**config.mk**
```make
export PLATFORM = sky130hd
export DESIGN_NAME = assembler_source_lexer
export DESIGN_NICKNAME = d
export VERILOG_FILES = /design/src/hw/rtl/asm_lex_pkg.sv /design/src/hw/rtl/asm_lex_ram.sv /design/src/hw/rtl/asm_lex_ctrl.sv /design/src/hw/rtl/asm_lex_dp.sv /design/src/hw/rtl/assembler_source_lexer.sv
export VERILOG_INCLUDE_DIRS = /design/src /design/src/hw/rtl
export SDC_FILE = /design/constraint.sdc
export NUM_CORES = 1
export LEC_CHECK = 0
export BUFFER_PORTS_ARGS = -buffer_cell sky130_fd_sc_hd__buf_2
export CORE_MARGIN = 10
export CORE_UTILIZATION = 35
export DETAILED_ROUTE_END_ITERATION = 8
export PLACE_DENSITY_LB_ADDON = 0.2
export SYNTH_ARGS = -nofsm -noshare
export SYNTH_HDL_FRONTEND = slang
export SYNTH_SLANG_ARGS = --single-unit
```
**constraint.sdc**
```tcl
create_clock -name clk -period 12.5 [get_ports clk]
set_input_delay 2.5 -clock clk [delete_from_list [all_inputs] [get_ports clk]]
set_output_delay 2.5 -clock clk [all_outputs]
set_load 0.01 [all_outputs]
```
**src/hw/rtl/assert_macros.svh**
```systemverilog
// Assertion helpers shared by the RTL files.
`ifndef ASSERT_MACROS_SVH
`define ASSERT_MACROS_SVH

// Check a property on every rising clock edge outside reset.
`define ASSERT_CLK(label, prop, msg) \
  label: assert property (@(posedge clk) disable iff (!rst_n) (prop)) else $error(msg);

// Check that a condition never holds outside reset.
`define ASSERT_NEVER(label, cond, msg) \
  label: assert property (@(posedge clk) disable iff (!rst_n) !(cond)) else $error(msg);

`endif

```
**src/hw/rtl/asm_lex_pkg.sv**
```systemverilog
package asm_lex_pkg;

  // Token kinds
  localparam logic [5:0] K_UNCLASS  = 6'd0;
  localparam logic [5:0] K_COLON    = 6'd26;
  localparam logic [5:0] K_COLON_EQ = 6'd27;
  localparam logic [5:0] K_NAME     = 6'd28;
  localparam logic [5:0] K_IMM      = 6'd29;
  localparam logic [5:0] K_TOO_LONG = 6'd33;

  // Keyword table: text is right-aligned, first character in the highest used byte
  localparam int KW_NUM   = 28;
  localparam int KW_CHARS = 14;

  localparam logic [KW_CHARS*8-1:0] KW_TEXT [KW_NUM] = '{
    ".at", ".id", "end", "int", "low", "seg", "base", "bind", "data", "halt",
    "high", "load", "extra", "label", "stack", ".entry", "segend", "source",
    ".prefix", ".sizeof", ".suffix", "counter", "general", "pointer", "segment",
    "accumulator", "destination", {".prepend", "_entry"}
  };

  localparam logic [3:0] KW_LEN [KW_NUM] = '{
    4'd3, 4'd3, 4'd3, 4'd3, 4'd3, 4'd3, 4'd4, 4'd4, 4'd4, 4'd4,
    4'd4, 4'd4, 4'd5, 4'd5, 4'd5, 4'd6, 4'd6, 4'd6,
    4'd7, 4'd7, 4'd7, 4'd7, 4'd7, 4'd7, 4'd7,
    4'd11, 4'd11, 4'd14
  };

  localparam logic [5:0] KW_KIND [KW_NUM] = '{
    6'd3, 6'd32, 6'd9, 6'd24, 6'd11, 6'd13, 6'd21, 6'd10, 6'd23, 6'd25,
    6'd12, 6'd30, 6'd22, 6'd8, 6'd20, 6'd7, 6'd2, 6'd18,
    6'd5, 6'd4, 6'd6, 6'd16, 6'd17, 6'd15, 6'd1,
    6'd14, 6'd19, 6'd31
  };

  // Which token an emit command sends
  typedef enum logic [1:0] {
    EM_COLON_HELD = 2'd0,
    EM_WORD       = 2'd1,
    EM_NAME       = 2'd2,
    EM_COLON_FIN  = 2'd3
  } emit_sel_t;

  typedef struct packed {
    logic      accept;
    logic      proc;
    logic      emit;
    emit_sel_t sel;
    logic      last;
    logic      name_next;
    logic      done;
  } lex_cmd_t;

  typedef struct packed {
    logic out_free;
    logic held_colon;
    logic word_tok;
    logic word_name;
    logic fin_colon;
    logic name_last;
  } lex_status_t;

endpackage

```
**src/hw/rtl/asm_lex_ram.sv**
```systemverilog
module asm_lex_ram #(
  parameter int WIDTH = 8,
  parameter int DEPTH = 32
) (
  input  logic                     clk,
  input  logic                     we,
  input  logic [$clog2(DEPTH)-1:0] waddr,
  input  logic [WIDTH-1:0]         wdata,
  input  logic [$clog2(DEPTH)-1:0] raddr,
  output logic [WIDTH-1:0]         rdata_r
);

  logic [WIDTH-1:0] mem [DEPTH];

  // Write one entry, read one entry through a register
  always_ff @(posedge clk) begin
    if (we) begin
      mem[waddr] <= wdata;
    end
    rdata_r <= mem[raddr];
  end

endmodule

```
**src/hw/rtl/asm_lex_ctrl.sv**
```systemverilog
`include "assert_macros.svh"

module asm_lex_ctrl (
  input  logic                   clk,
  input  logic                   rst_n,
  input  logic                   in_tvalid,
  input  asm_lex_pkg::lex_status_t status,
  output asm_lex_pkg::lex_cmd_t    cmd
);

  import asm_lex_pkg::*;

  typedef enum logic [7:0] {
    S_IDLE   = 8'b0000_0001,
    S_PROC   = 8'b0000_0010,
    S_HELD   = 8'b0000_0100,
    S_WORD   = 8'b0000_1000,
    S_NRD    = 8'b0001_0000,
    S_NEMIT  = 8'b0010_0000,
    S_FCOLON = 8'b0100_0000,
    S_DONE   = 8'b1000_0000
  } state_t;

  state_t state_r, state_nxt;
  state_t after_held, after_word;

  // Pick the next token source after each group of results
  always_comb begin
    if (status.fin_colon) after_word = S_FCOLON;
    else                  after_word = S_DONE;
    if (status.word_tok)  after_held = status.word_name ? S_NRD : S_WORD;
    else                  after_held = after_word;
  end

  // Sequence one input transaction through its results
  always_comb begin
    state_nxt = state_r;
    cmd       = '0;
    cmd.sel   = EM_WORD;
    unique case (state_r)
      S_IDLE: begin
        cmd.accept = 1'b1;
        if (in_tvalid) state_nxt = S_PROC;
      end
      S_PROC: begin
        cmd.proc  = 1'b1;
        state_nxt = S_HELD;
      end
      S_HELD: begin
        if (!status.held_colon) begin
          state_nxt = after_held;
        end else if (status.out_free) begin
          cmd.emit  = 1'b1;
          cmd.sel   = EM_COLON_HELD;
          cmd.last  = !status.word_tok && !status.fin_colon;
          state_nxt = after_held;
        end
      end
      S_WORD: begin
        if (status.out_free) begin
          cmd.emit  = 1'b1;
          cmd.sel   = EM_WORD;
          cmd.last  = !status.fin_colon;
          state_nxt = after_word;
        end
      end
      S_NRD: begin
        state_nxt = S_NEMIT;
      end
      S_NEMIT: begin
        if (status.out_free) begin
          cmd.emit = 1'b1;
          cmd.sel  = EM_NAME;
          cmd.last = status.name_last && !status.fin_colon;
          if (status.name_last) begin
            state_nxt = after_word;
          end else begin
            cmd.name_next = 1'b1;
            state_nxt     = S_NRD;
          end
        end
      end
      S_FCOLON: begin
        if (status.out_free) begin
          cmd.emit  = 1'b1;
          cmd.sel   = EM_COLON_FIN;
          cmd.last  = 1'b1;
          state_nxt = S_DONE;
        end
      end
      S_DONE: begin
        cmd.done  = 1'b1;
        state_nxt = S_IDLE;
      end
      default: state_nxt = S_IDLE;
    endcase
  end

  always_ff @(posedge clk) begin
    if (!rst_n) begin
      state_r <= S_IDLE;
    end else begin
      state_r <= state_nxt;
    end
  end

  `ASSERT_CLK(a_emit_slot_free, cmd.emit |-> status.out_free, "emit while output slot busy")

endmodule

```
**src/hw/rtl/asm_lex_dp.sv**
```systemverilog
`include "assert_macros.svh"

module asm_lex_dp #(
  parameter int MAX_WORD_CHARS = 32
) (
  input  logic                     clk,
  input  logic                     rst_n,
  input  logic [7:0]               in_tdata,
  input  logic                     in_tlast,
  input  asm_lex_pkg::lex_cmd_t    cmd,
  output asm_lex_pkg::lex_status_t status,
  input  logic                     out_tready,
  output logic                     out_tvalid,
  output logic [119:0]             out_tdata,
  output logic                     out_tlast
);

  import asm_lex_pkg::*;

  localparam int LEN_W = $clog2(MAX_WORD_CHARS + 1);
  localparam int AW    = $clog2(MAX_WORD_CHARS);
  localparam logic [LEN_W-1:0] MAX_LEN = LEN_W'(MAX_WORD_CHARS);

  localparam logic [7:0] CH_NL    = 8'h0A;
  localparam logic [7:0] CH_SPACE = 8'h20;
  localparam logic [7:0] CH_BSL   = 8'h5C;
  localparam logic [7:0] CH_COLON = 8'h3A;
  localparam logic [7:0] CH_EQ    = 8'h3D;
  localparam logic [7:0] CH_MINUS = 8'h2D;
  localparam logic [7:0] CH_DOLLAR = 8'h24;
  localparam logic [7:0] CH_UNDER = 8'h5F;

  function automatic logic is_alpha(input logic [7:0] c);
    return (c >= 8'h61 && c <= 8'h7A) || (c >= 8'h41 && c <= 8'h5A);
  endfunction

  function automatic logic is_digit(input logic [7:0] c);
    return c >= 8'h30 && c <= 8'h39;
  endfunction

  function automatic logic [4:0] hex_val(input logic [7:0] c);
    logic [4:0] v;
    if (is_digit(c))                  v = {1'b0, 4'(c - 8'h30)};
    else if (c >= 8'h61 && c <= 8'h66) v = {1'b0, 4'(c - 8'h57)};
    else if (c >= 8'h41 && c <= 8'h46) v = {1'b0, 4'(c - 8'h37)};
    else                              v = 5'h10;
    return v;
  endfunction

  // Input capture and lexer state
  logic [7:0]       char_r;
  logic             fin_r;
  logic [LEN_W-1:0] len_r, len_nxt;
  logic             ovf_r, ovf_nxt;
  logic [31:0]      line_r, line_nxt;
  logic             cmt_r, cmt_nxt;
  logic             pend_r, pend_nxt;
  logic [31:0]      pend_line_r, pend_line_nxt;
  logic             held_r, held_nxt;
  logic             held_eq_r, held_eq_nxt;
  logic [31:0]      held_line_r, held_line_nxt;
  logic             flush_r, flush_nxt;
  logic             fcolon_r, fcolon_nxt;
  logic [AW-1:0]    idx_r, idx_nxt;

  // Running word classification
  logic [KW_NUM-1:0] kw_r, kw_nxt;
  logic              neg_r, neg_nxt;
  logic              hex_r, hex_nxt;
  logic              dig_r, dig_nxt;
  logic              bad_r, bad_nxt;
  logic              sat_r, sat_nxt;
  logic [63:0]       val_r, val_nxt;
  logic              nm_r, nm_nxt;

  logic             append;
  logic             is_space;
  logic [4:0]       hv;
  logic [67:0]      dec;
  logic [3:0]       kidx;
  logic             kw_hit;
  logic [5:0]       kw_kind;
  logic             imm_ok;
  logic [63:0]      imm_mag;
  logic [63:0]      imm_value;
  logic [5:0]       word_kind;
  logic [7:0]       ram_rdata;

  logic             out_valid_r;
  logic [5:0]       o_kind_r;
  logic [31:0]      o_line_r;
  logic [63:0]      o_imm_r;
  logic [7:0]       o_char_r;
  logic [4:0]       o_pos_r;
  logic             o_last_r;

  assign is_space = (char_r == CH_SPACE) || (char_r >= 8'd9 && char_r <= 8'd13);

  // Step the lexer on one captured byte; advance the name index and clear state at close
  always_comb begin
    len_nxt       = len_r;
    ovf_nxt       = ovf_r;
    line_nxt      = line_r;
    cmt_nxt       = cmt_r;
    pend_nxt      = pend_r;
    pend_line_nxt = pend_line_r;
    held_nxt      = held_r;
    held_eq_nxt   = held_eq_r;
    held_line_nxt = held_line_r;
    flush_nxt     = flush_r;
    fcolon_nxt    = fcolon_r;
    idx_nxt       = idx_r;
    append        = 1'b0;
    if (cmd.proc) begin
      line_nxt      = line_r + {31'd0, char_r == CH_NL};
      held_nxt      = pend_r;
      held_eq_nxt   = char_r == CH_EQ;
      held_line_nxt = pend_line_r;
      pend_nxt      = 1'b0;
      flush_nxt     = 1'b0;
      fcolon_nxt    = 1'b0;
      if (!(pend_r && char_r == CH_EQ)) begin
        if (cmt_r) begin
          if (char_r == CH_BSL) cmt_nxt = 1'b0;
        end else if (char_r == CH_BSL) begin
          flush_nxt = 1'b1;
          cmt_nxt   = 1'b1;
        end else if (is_space) begin
          flush_nxt = 1'b1;
        end else if (char_r == CH_COLON) begin
          flush_nxt = 1'b1;
          if (fin_r) begin
            fcolon_nxt = 1'b1;
          end else begin
            pend_nxt      = 1'b1;
            pend_line_nxt = line_nxt;
          end
        end else if (len_r < MAX_LEN) begin
          append  = 1'b1;
          len_nxt = len_r + 1'b1;
        end else begin
          ovf_nxt = 1'b1;
        end
      end
      if (fin_r) begin
        flush_nxt = 1'b1;
        cmt_nxt   = 1'b0;
        pend_nxt  = 1'b0;
      end
    end
    if (cmd.name_next) idx_nxt = idx_r + 1'b1;
    if (cmd.done) begin
      if (flush_r) begin
        len_nxt = '0;
        ovf_nxt = 1'b0;
        idx_nxt = '0;
      end
      if (fin_r) begin
        line_nxt      = '0;
        pend_line_nxt = '0;
      end
    end
  end

  // Track keyword, immediate and name forms as characters arrive
  always_comb begin
    kw_nxt  = kw_r;
    neg_nxt = neg_r;
    hex_nxt = hex_r;
    dig_nxt = dig_r;
    bad_nxt = bad_r;
    sat_nxt = sat_r;
    val_nxt = val_r;
    nm_nxt  = nm_r;
    hv      = hex_val(char_r);
    dec     = {1'b0, val_r, 3'b0} + {3'b0, val_r, 1'b0} + {64'd0, 4'(char_r - 8'h30)};
    kidx    = '0;
    if (append) begin
      for (int k = 0; k < KW_NUM; k++) begin
        kidx      = KW_LEN[k] - 4'd1 - len_r[3:0];
        kw_nxt[k] = kw_r[k] && (len_r < LEN_W'(KW_LEN[k]))
                    && (KW_TEXT[k][{kidx, 3'b000} +: 8] == char_r);
      end
      if (len_r == '0) begin
        nm_nxt = is_alpha(char_r) || char_r == CH_UNDER;
      end else begin
        nm_nxt = nm_r && (is_alpha(char_r) || is_digit(char_r) || char_r == CH_UNDER);
      end
      if (len_r == '0 && char_r == CH_MINUS) begin
        neg_nxt = 1'b1;
      end else if (char_r == CH_DOLLAR && !hex_r && !dig_r
                   && (len_r == '0 || (len_r == LEN_W'(1) && neg_r))) begin
        hex_nxt = 1'b1;
      end else begin
        dig_nxt = 1'b1;
        if (hex_r) begin
          if (hv[4])                 bad_nxt = 1'b1;
          else if (val_r[63:60] != '0) sat_nxt = 1'b1;
          else                       val_nxt = {val_r[59:0], hv[3:0]};
        end else begin
          if (!is_digit(char_r))     bad_nxt = 1'b1;
          else if (dec[67:64] != '0) sat_nxt = 1'b1;
          else                       val_nxt = dec[63:0];
        end
      end
    end
    if (cmd.done && flush_r) begin
      kw_nxt  = '1;
      neg_nxt = 1'b0;
      hex_nxt = 1'b0;
      dig_nxt = 1'b0;
      bad_nxt = 1'b0;
      sat_nxt = 1'b0;
      val_nxt = '0;
      nm_nxt  = 1'b0;
    end
  end

  // Resolve the finished word
  always_comb begin
    kw_hit  = 1'b0;
    kw_kind = K_UNCLASS;
    for (int k = 0; k < KW_NUM; k++) begin
      if (kw_r[k] && len_r == LEN_W'(KW_LEN[k])) begin
        kw_hit  = 1'b1;
        kw_kind = kw_kind | KW_KIND[k];
      end
    end
    imm_ok    = dig_r && !bad_r;
    imm_mag   = sat_r ? '1 : val_r;
    imm_value = neg_r ? (~imm_mag + 64'd1) : imm_mag;
    if (ovf_r)       word_kind = K_TOO_LONG;
    else if (kw_hit) word_kind = kw_kind;
    else if (imm_ok) word_kind = K_IMM;
    else if (nm_r)   word_kind = K_NAME;
    else             word_kind = K_UNCLASS;
  end

  always_comb begin
    status.out_free   = !out_valid_r || out_tready;
    status.held_colon = held_r;
    status.word_tok   = flush_r && (len_r != '0 || ovf_r);
    status.word_name  = !ovf_r && !kw_hit && !imm_ok && nm_r;
    status.fin_colon  = fcolon_r;
    status.name_last  = ({1'b0, idx_r} + 1'b1) == (AW + 1)'(len_r);
  end

  asm_lex_ram #(
    .WIDTH (8),
    .DEPTH (MAX_WORD_CHARS)
  ) u_word_ram (
    .clk     (clk),
    .we      (append),
    .waddr   (len_r[AW-1:0]),
    .wdata   (char_r),
    .raddr   (idx_r),
    .rdata_r (ram_rdata)
  );

  // Capture the input transaction
  always_ff @(posedge clk) begin
    if (cmd.accept) begin
      char_r <= in_tdata;
      fin_r  <= in_tlast;
    end
  end

  always_ff @(posedge clk) begin
    if (!rst_n) begin
      len_r       <= '0;
      ovf_r       <= 1'b0;
      line_r      <= '0;
      cmt_r       <= 1'b0;
      pend_r      <= 1'b0;
      pend_line_r <= '0;
      held_r      <= 1'b0;
      held_eq_r   <= 1'b0;
      held_line_r <= '0;
      flush_r     <= 1'b0;
      fcolon_r    <= 1'b0;
      idx_r       <= '0;
      kw_r        <= '1;
      neg_r       <= 1'b0;
      hex_r       <= 1'b0;
      dig_r       <= 1'b0;
      bad_r       <= 1'b0;
      sat_r       <= 1'b0;
      val_r       <= '0;
      nm_r        <= 1'b0;
    end else begin
      len_r       <= len_nxt;
      ovf_r       <= ovf_nxt;
      line_r      <= line_nxt;
      cmt_r       <= cmt_nxt;
      pend_r      <= pend_nxt;
      pend_line_r <= pend_line_nxt;
      held_r      <= held_nxt;
      held_eq_r   <= held_eq_nxt;
      held_line_r <= held_line_nxt;
      flush_r     <= flush_nxt;
      fcolon_r    <= fcolon_nxt;
      idx_r       <= idx_nxt;
      kw_r        <= kw_nxt;
      neg_r       <= neg_nxt;
      hex_r       <= hex_nxt;
      dig_r       <= dig_nxt;
      bad_r       <= bad_nxt;
      sat_r       <= sat_nxt;
      val_r       <= val_nxt;
      nm_r        <= nm_nxt;
    end
  end

  // Hold the result until the receiver takes it
  always_ff @(posedge clk) begin
    if (!rst_n) begin
      out_valid_r <= 1'b0;
    end else if (cmd.emit) begin
      out_valid_r <= 1'b1;
    end else if (out_tready) begin
      out_valid_r <= 1'b0;
    end
  end

  always_ff @(posedge clk) begin
    if (cmd.emit) begin
      o_last_r <= cmd.last;
      o_imm_r  <= '0;
      o_char_r <= '0;
      o_pos_r  <= '0;
      case (cmd.sel)
        EM_COLON_HELD: begin
          o_kind_r <= held_eq_r ? K_COLON_EQ : K_COLON;
          o_line_r <= held_line_r;
        end
        EM_WORD: begin
          o_kind_r <= word_kind;
          o_line_r <= line_r;
          if (word_kind == K_IMM) o_imm_r <= imm_value;
        end
        EM_NAME: begin
          o_kind_r <= K_NAME;
          o_line_r <= line_r;
          o_char_r <= ram_rdata;
          o_pos_r  <= 5'(idx_r);
        end
        default: begin
          o_kind_r <= K_COLON;
          o_line_r <= line_r;
        end
      endcase
    end
  end

  assign out_tvalid = out_valid_r;
  assign out_tlast  = o_last_r;
  assign out_tdata  = {5'd0, o_pos_r, o_char_r, o_imm_r, o_line_r, o_kind_r};

  `ASSERT_CLK(a_len_bound, len_r <= MAX_LEN, "word length past buffer size")
  `ASSERT_CLK(a_name_idx, (cmd.emit && cmd.sel == EM_NAME) |-> ((AW + 1)'(idx_r) < (AW + 1)'(len_r)),
              "name read past word end")
  `ASSERT_CLK(a_fin_clear, (cmd.done && fin_r) |=> (line_r == '0 && !pend_r && !cmt_r),
              "state not cleared after final byte")

endmodule

```
**src/hw/rtl/assembler_source_lexer.sv**
```systemverilog
// Assembler source lexer.
// Input channel: one source byte per transaction on in_tdata; in_tlast marks
// the last byte of a text, which flushes any pending word and colon and then
// returns the line count and the word, comment and pending colon state to their reset values.
// Output channel: one token per transaction; a name gives one transaction per
// character. out_tlast marks the last token caused by one input byte.
// Steps: a byte passes through capture, lex, held colon and close; a held colon
// token goes out in the held colon step at no extra cost. A word token and a final
// colon each have their own step, and a name character has a read and an emit step,
// set by the registered read of the word buffer RAM.
// The input is taken only while the sequencer is idle; a new byte can be
// accepted while the last token still waits in the output register.
// A stalled receiver holds the output register and the sequencer waits.
// Reset (rst_n low, synchronous) clears the line count, the word, comment and
// colon state; the word buffer needs no clearing.
module assembler_source_lexer #(
  parameter int MAX_WORD_CHARS = 32
) (
  input  logic         clk,
  input  logic         rst_n,
  input  logic         in_tvalid,
  output logic         in_tready,
  input  logic [7:0]   in_tdata,   // [7:0] char_code
  input  logic         in_tlast,
  output logic         out_tvalid,
  input  logic         out_tready,
  output logic [119:0] out_tdata,  // [5:0] token_kind, [37:6] line_number,
                                   // [101:38] immediate_value, [109:102] name_char,
                                   // [114:110] char_position, rest zero
  output logic         out_tlast
);

  import asm_lex_pkg::*;

  lex_cmd_t    cmd;
  lex_status_t status;

  asm_lex_ctrl u_ctrl (
    .clk       (clk),
    .rst_n     (rst_n),
    .in_tvalid (in_tvalid),
    .status    (status),
    .cmd       (cmd)
  );

  asm_lex_dp #(
    .MAX_WORD_CHARS (MAX_WORD_CHARS)
  ) u_dp (
    .clk        (clk),
    .rst_n      (rst_n),
    .in_tdata   (in_tdata),
    .in_tlast   (in_tlast),
    .cmd        (cmd),
    .status     (status),
    .out_tready (out_tready),
    .out_tvalid (out_tvalid),
    .out_tdata  (out_tdata),
    .out_tlast  (out_tlast)
  );

  assign in_tready = cmd.accept;

endmodule

```
Yosys cells after proc, flatten, opt, wreduce, memory -nomap -nowiden
Memories as Yosys holds them, arrays and structs flattened. A register that Yosys moved wholly into a read port is not among the register bits.
Cells that the tools add are included.
{"block": "totals", "reg_bits": 346, "latch_bits": 0, "mem_bits_rw": 256, "mem_bits_ro": 0, "output_inout_bits": 123, "memories": 1}
{"memory": "u_dp.u_word_ram.mem", "depth": 32, "width": 8, "read_ports": 1, "rd_clocked_by_memory_dff": 1, "wr": 1, "line_no": "asm_lex_ram.sv:13", "text": "logic [WIDTH-1:0] mem [DEPTH];"}
{"block": "classes", "addsub": 17, "n_mul": 0, "div": 0, "magnitude_cmp": 18, "n_eq_ne": 75, "shift": 28, "n_mux": 451, "bitwise_logic": 2, "reduce_logical": 136}
{"op": "$shiftx A112 B8 Y8 const A", "n": 28}
{"op": "$mux W64", "n": 38}
{"op": "$mux W32", "n": 37}
{"op": "$mux W1", "n": 260}
{"op": "$mux W6", "n": 42}
{"op": "$eq A8 B8 Y1", "n": 28}
{"op": "$mux W8", "n": 20}
{"op": "$mux W5", "n": 28}
{"op": "$logic_and A1 B1 Y1", "n": 105}
{"op": "$add A67 B65 Y68", "n": 1}
{"op": "$add A68 B4 Y68", "n": 1}
{"op": "$mux W4", "n": 17}
{"op": "$add A64 B1 Y64 const B", "n": 1}
{"op": "$not A64 Y64", "n": 1}
{"op": "$pmux W8 S7", "n": 1}
{"op": "$eq A8 B6 Y1 const B", "n": 6}
{"op": "$add A32 B1 Y32", "n": 1}
{"op": "$le A8 B7 Y1 const B", "n": 4}
{"op": "$eq A6 B3 Y1 const B", "n": 4}
{"op": "$eq A8 B7 Y1 const B", "n": 3}
{"op": "$lt A6 B3 Y1 const B", "n": 4}
{"op": "$pmux W6 S3", "n": 1}
{"op": "$eq A8 B4 Y1 const B", "n": 2}
{"op": "$ge A8 B7 Y1 const B", "n": 2}
{"op": "46 further kinds", "n": 92}

Logic depth before layout (Yosys ltp)
{"block": "logic_depth", "word_depth": 44, "mapped_depth": 18}

Cells and area by module
From an unflattened synthesis, not the netlist that was laid out.
{"block": "hier_totals", "cells_unflattened": 3425, "hier_area_um2": 34820.9}
{"mod": "asm_lex_dp", "instances": 1, "cells_each": 2924, "area_per_inst_um2": 24134.4, "seq_area_each_um2": 8017.7}
{"mod": "asm_lex_ram", "instances": 1, "cells_each": 417, "area_per_inst_um2": 10053.4, "seq_area_each_um2": 7847.5}
{"mod": "asm_lex_ctrl", "instances": 1, "cells_each": 84, "area_per_inst_um2": 633.1, "seq_area_each_um2": 160.2}

Worst setup path after synthesis
No wires, ideal clock.
{"block": "synth_path", "kind": "input to register", "start": "input out_tready", "end": "register u_dp.o_char_r[0], enable pin", "t_arrival_ns": 7.812, "required_ns": 11.895, "path_slack_ns": 4.084, "stages": 3, "n_path_buf": 1, "cell_sequence": "nor2b_1 > clkbuf_1 > nor2b_1"}
{"element": "start, declared", "line_no": "assembler_source_lexer.sv:26", "text": "input logic out_tready,"}
{"element": "end signal, assigned", "line_no": "asm_lex_dp.sv:344", "text": "o_char_r <= ram_rdata;"}
{"element": "end, declared", "line_no": "asm_lex_dp.sv:93", "text": "logic [7:0] o_char_r;"}

Final worst setup path
{"block": "layout_path", "start": "register u_dp.char_r[2]", "end": "register u_dp.val_r[44]"}
{"block": "layout_via", "elab_chain_len": 24, "elab_cells_between_ends": 81, "classes_between": "2 x add/sub; 8 x order compare; 12 x eq/ne; 47 x mux; 12 x reduce/logical"}
{"element": "start, declared", "line_no": "asm_lex_dp.sv:51", "text": "logic [7:0] char_r;"}
{"element": "start signal, assigned", "line_no": "asm_lex_dp.sv:263", "text": "char_r <= in_tdata;"}
{"element": "parallel branches: the longest is 24 deep, another holds $add A68 B4 Y68"}
{"element": "end signal, assigned", "line_no": "asm_lex_dp.sv:309", "text": "val_r <= val_nxt;"}
{"element": "end, declared", "line_no": "asm_lex_dp.sv:73", "text": "logic [63:0] val_r, val_nxt;"}
Parallel ways; which one is timed is not known. The select of a mux whose other input is x is not followed.
A chain may end at the register's enable or synchronous reset.

==> impl_metrics.py <==
metrics = {
    "yosys": {
        "yosysWarnings": 0,
        "yosysUniqueCellTypes": 85,
        "synth_edf_count": 381,
        "syn_area_mm2": 0.0349,
        "ys_seq_area_frac": 0.459,
        "ys.flop_type": "edfxtp_1",
        "async_reset_ff_frac": 0,
        "yosys_register_bits": 610,
        "syn_area_per_cell_um2": 9.97,
        "syn_inst": 3504,
    },
    "cells_and_area": {
        "syn_to_final_growth_pct": 12.2,
        "fin_nets": 3715,
        "final_cell_area_mm2": 0.0392,
        "final_cells": 4882,
        "drive_gt1_frac": 0.127,
        "layout_common_cells": "nand2_1, nor2_1, edfxtp_1, dfxtp_1, o21ai_0",
        "final_common_cell": "nand2_1",
        "post-route-util": 0.397,
    },
    "sta": {
        "rsz0062_at_grt": "no",
        "setup_tns_ps": 0,
        "clock.fmax_mhz": 183,
        "setup_viol": 0,
        "final.setup_skew_ps": 29.1,
        "final_max_slew_viol_count": 0,
        "worst-slew-pin-transition_ps": 1170,
        "hold_ws_ps": 453,
        "period_share": 0.438,
        "hold_viol": 0,
        "period_minus_slack_ps": 5480,
        "max-slew-margin-rel": 0.214,
    },
    "place": {
        "placed_cells": 4749,
        "hpwl_um": 69000,
        "place_area_mm2": 0.0368,
        "gp_congestion": 0.880,
        "io_buffers": 130,
    },
    "drt": {
        "finalWirelength_um": 103000,
        "dr.first_iter.drc_count": 2258,
        "viasPerCell": 5.49,
        "detail-route-antenna-nets": 0,
        "first_pass_iters": 5,
        "vias": 26800,
        "route.detailed.drc": 0,
        "routedWlPerCell_um": 21.0,
    },
    "pwr": {
        "pwr_density_cell_mw_per_mm2": 124,
        "comb_power_share": 0.106,
        "p_leak_uw": 0.0138,
        "swShare": 0.258,
        "power.switching_uw": 1260,
        "intPower_uw": 3610,
        "ir_drop_uv": 97.1,
        "power_frac_clock": 0.444,
        "seqPwrFrac": 0.450,
    },
    "floorplan": {
        "dieWidth_um": 336,
        "start_util": 0.354,
        "ios": 136,
        "die_area_mm2": 0.113,
        "rows": 115,
        "coreArea_mm2": 0.0987,
        "die_h_um": 336,
    },
    "outcome": {
        "status": "finished, final reports clean",
    },
    "global_routing": {
        "grt_max_degree": 82,
        "track_usage": 0.178,
        "antenna_found_initial": 5,
        "grt_pass1_vias": 26100,
        "grt_pass1_wl_um": 159000,
        "globalRouteOverflowTotal": 0,
    },
    "worst_setup_path": {
        "regToRegSetupSlack_ps": 7020,
        "crit_path_end_kind": "flip-flop",
        "crit_type": "flip-flop to flip-flop",
        "crit_chain": "ha_1, ha_1, fa_1, a211oi_1, o211ai_1, a31o_2, a31o_2, and4_1, o211ai_1, a21oi_1, o211a_1, o21ai_4, buf_4, mux2i_1",
        "cp_slowest_stage_delay_ps": 770,
        "critical_path_arrival_ps": 6040,
        "cp_max_fo": 47,
        "critPathLaunchType": "flip-flop",
        "cp_slowest_cell": "edfxtp_1",
        "critPathRequiredTime_ps": 13060,
    },
    "worst_hold_path": {
        "hp-class": "flip-flop to flip-flop",
    },
    "run": {
        "cap_violations": 0,
    },
    "clock_tree": {
        "clk_pin_slew_worst_paths_ps": 60,
        "cts_setup_buffers": 0,
        "clock_latency_ps": 650,
        "cts_root_buf": "clkbuf_16",
        "cts_tree": "yes",
        "clock-sinks": 610,
        "cts_hold_buf": 0,
        "clockBufferDepth": 3,
        "cts_resized": 0,
        "cts_buffers": 71,
        "htree_levels": 3,
    },
}
-- routing by layer --
metal	track usage	wire (um)
met3	0.0293	5420
met1	0.244	47500
met5	0	44
met4	0.0526	2610
met2	0.286	47000
-- cell usage after synthesis, types with 28 or more instances --
library cell,n,area share
a21o_1,34,0.0073
nor3_1,63,0.0090
nand3_1,75,0.011
o211ai_1,36,0.0077
mux4_2,80,0.052
mux2i_1,75,0.021
a21boi_0,47,0.010
xor2_1,72,0.018
buf_1,30,0.0032
o31ai_1,30,0.0064
inv_1,45,0.0048
o21ai_0,199,0.029
mux2_2,43,0.014
ha_1,165,0.059
a21oi_1,184,0.026
nand2b_1,28,0.0050
clkbuf_1,184,0.020
nand2_1,442,0.048
dfxtp_1,229,0.13
a211oi_1,53,0.011
a31oi_1,38,0.0068
edfxtp_1,381,0.33
nor2_1,392,0.042
and2_1,29,0.0052
nor2b_1,33,0.0059
or3_1,31,0.0056
nand4_1,41,0.0073
xnor2_1,168,0.042
-- worst max-delay path, delay by kind of cell, from the launching register on --
kind                     cells  cell delay (ps)
AO/OA/AOI/OAI                8             2280
adder cells (fa/ha/maj)      3             1020
buffers and inverters        1              770
flip-flops                   1              770
AND/OR/NAND/NOR              1              200
multiplexers                 1              260
-- through the flow --
stage	total power, uW	setup WS, ps
floorplan	2580	4080
global placement	2740	7010
detailed placement	2740	6980
CTS	4920	6940
global route	5040	6580
finish	4860	7020
-- logic make-up (layout without fill, tap and decap cells) --
group | after synthesis | after routing | synth area share
adder cells (fa/ha/maj) | 167 | 167 | 0.0603
flip-flops | 610 | 610 | 0.459
AO/OA/AOI/OAI | 764 | 764 | 0.139
XOR/XNOR | 240 | 240 | 0.0602
other | 1 | 7 | 0.000107
AND/OR/NAND/NOR | 1248 | 1248 | 0.164
multiplexers | 198 | 198 | 0.0870
buffers and inverters | 276 | 361 | 0.0304
-- final cells by class --
cell class	instances	area, um2
Timing Repair Buffer	179	1020
Clock buffer	96	1940
Fill cell	9744	59500
Multi-Input combinational cell	2622	17900
Antenna cell	2	5.00
Tap cell	1287	1610
Sequential cell	610	16000
Clock inverter	35	472
Inverter	51	191
-- registers in the layout (all words and copies together) (netlist names), 5 cells and up --
register / count
u_dp.char_r: 8
u_dp.idx_r: 5
u_dp.held_line_r: 32
u_dp.val_r: 64
u_dp.o_imm_r: 64
u_dp.u_word_ram.mem: 256
u_dp.len_r: 6
u_dp.o_char_r: 8
u_dp.o_kind_r: 6
u_ctrl.state_r: 8
u_dp.pend_line_r: 32
u_dp.o_pos_r: 5
u_dp.kw_r: 28
u_dp.o_line_r: 32
u_dp.line_r: 32
u_dp.u_word_ram.rdata_r: 8
-- power groups by stage --
stage                     Sequential (uW)  Clock [uW]  Combinational (uW)
after detailed placement             2230           0                 512
after global placement               2230           0                 512
final                                2190        2160                 517
after global routing                 2190        2290                 564
after CTS                            2190        2220                 515
after floorplan                      2250           0                 332
-- worst paths after layout --
| path | startpoint | endpoint | depth (start not counted) |
|---|---|---|---|
| max | u_dp.char_r[2] | u_dp.val_r[44] | 14 |
| min | u_dp.kw_r[21] | u_dp.kw_r[21] | 2 |
| max reg2reg | u_dp.char_r[2] | u_dp.val_r[44] | 14 |
| min reg2reg | u_dp.kw_r[21] | u_dp.kw_r[21] | 2 |
Power figures use the tool's default switching activity.
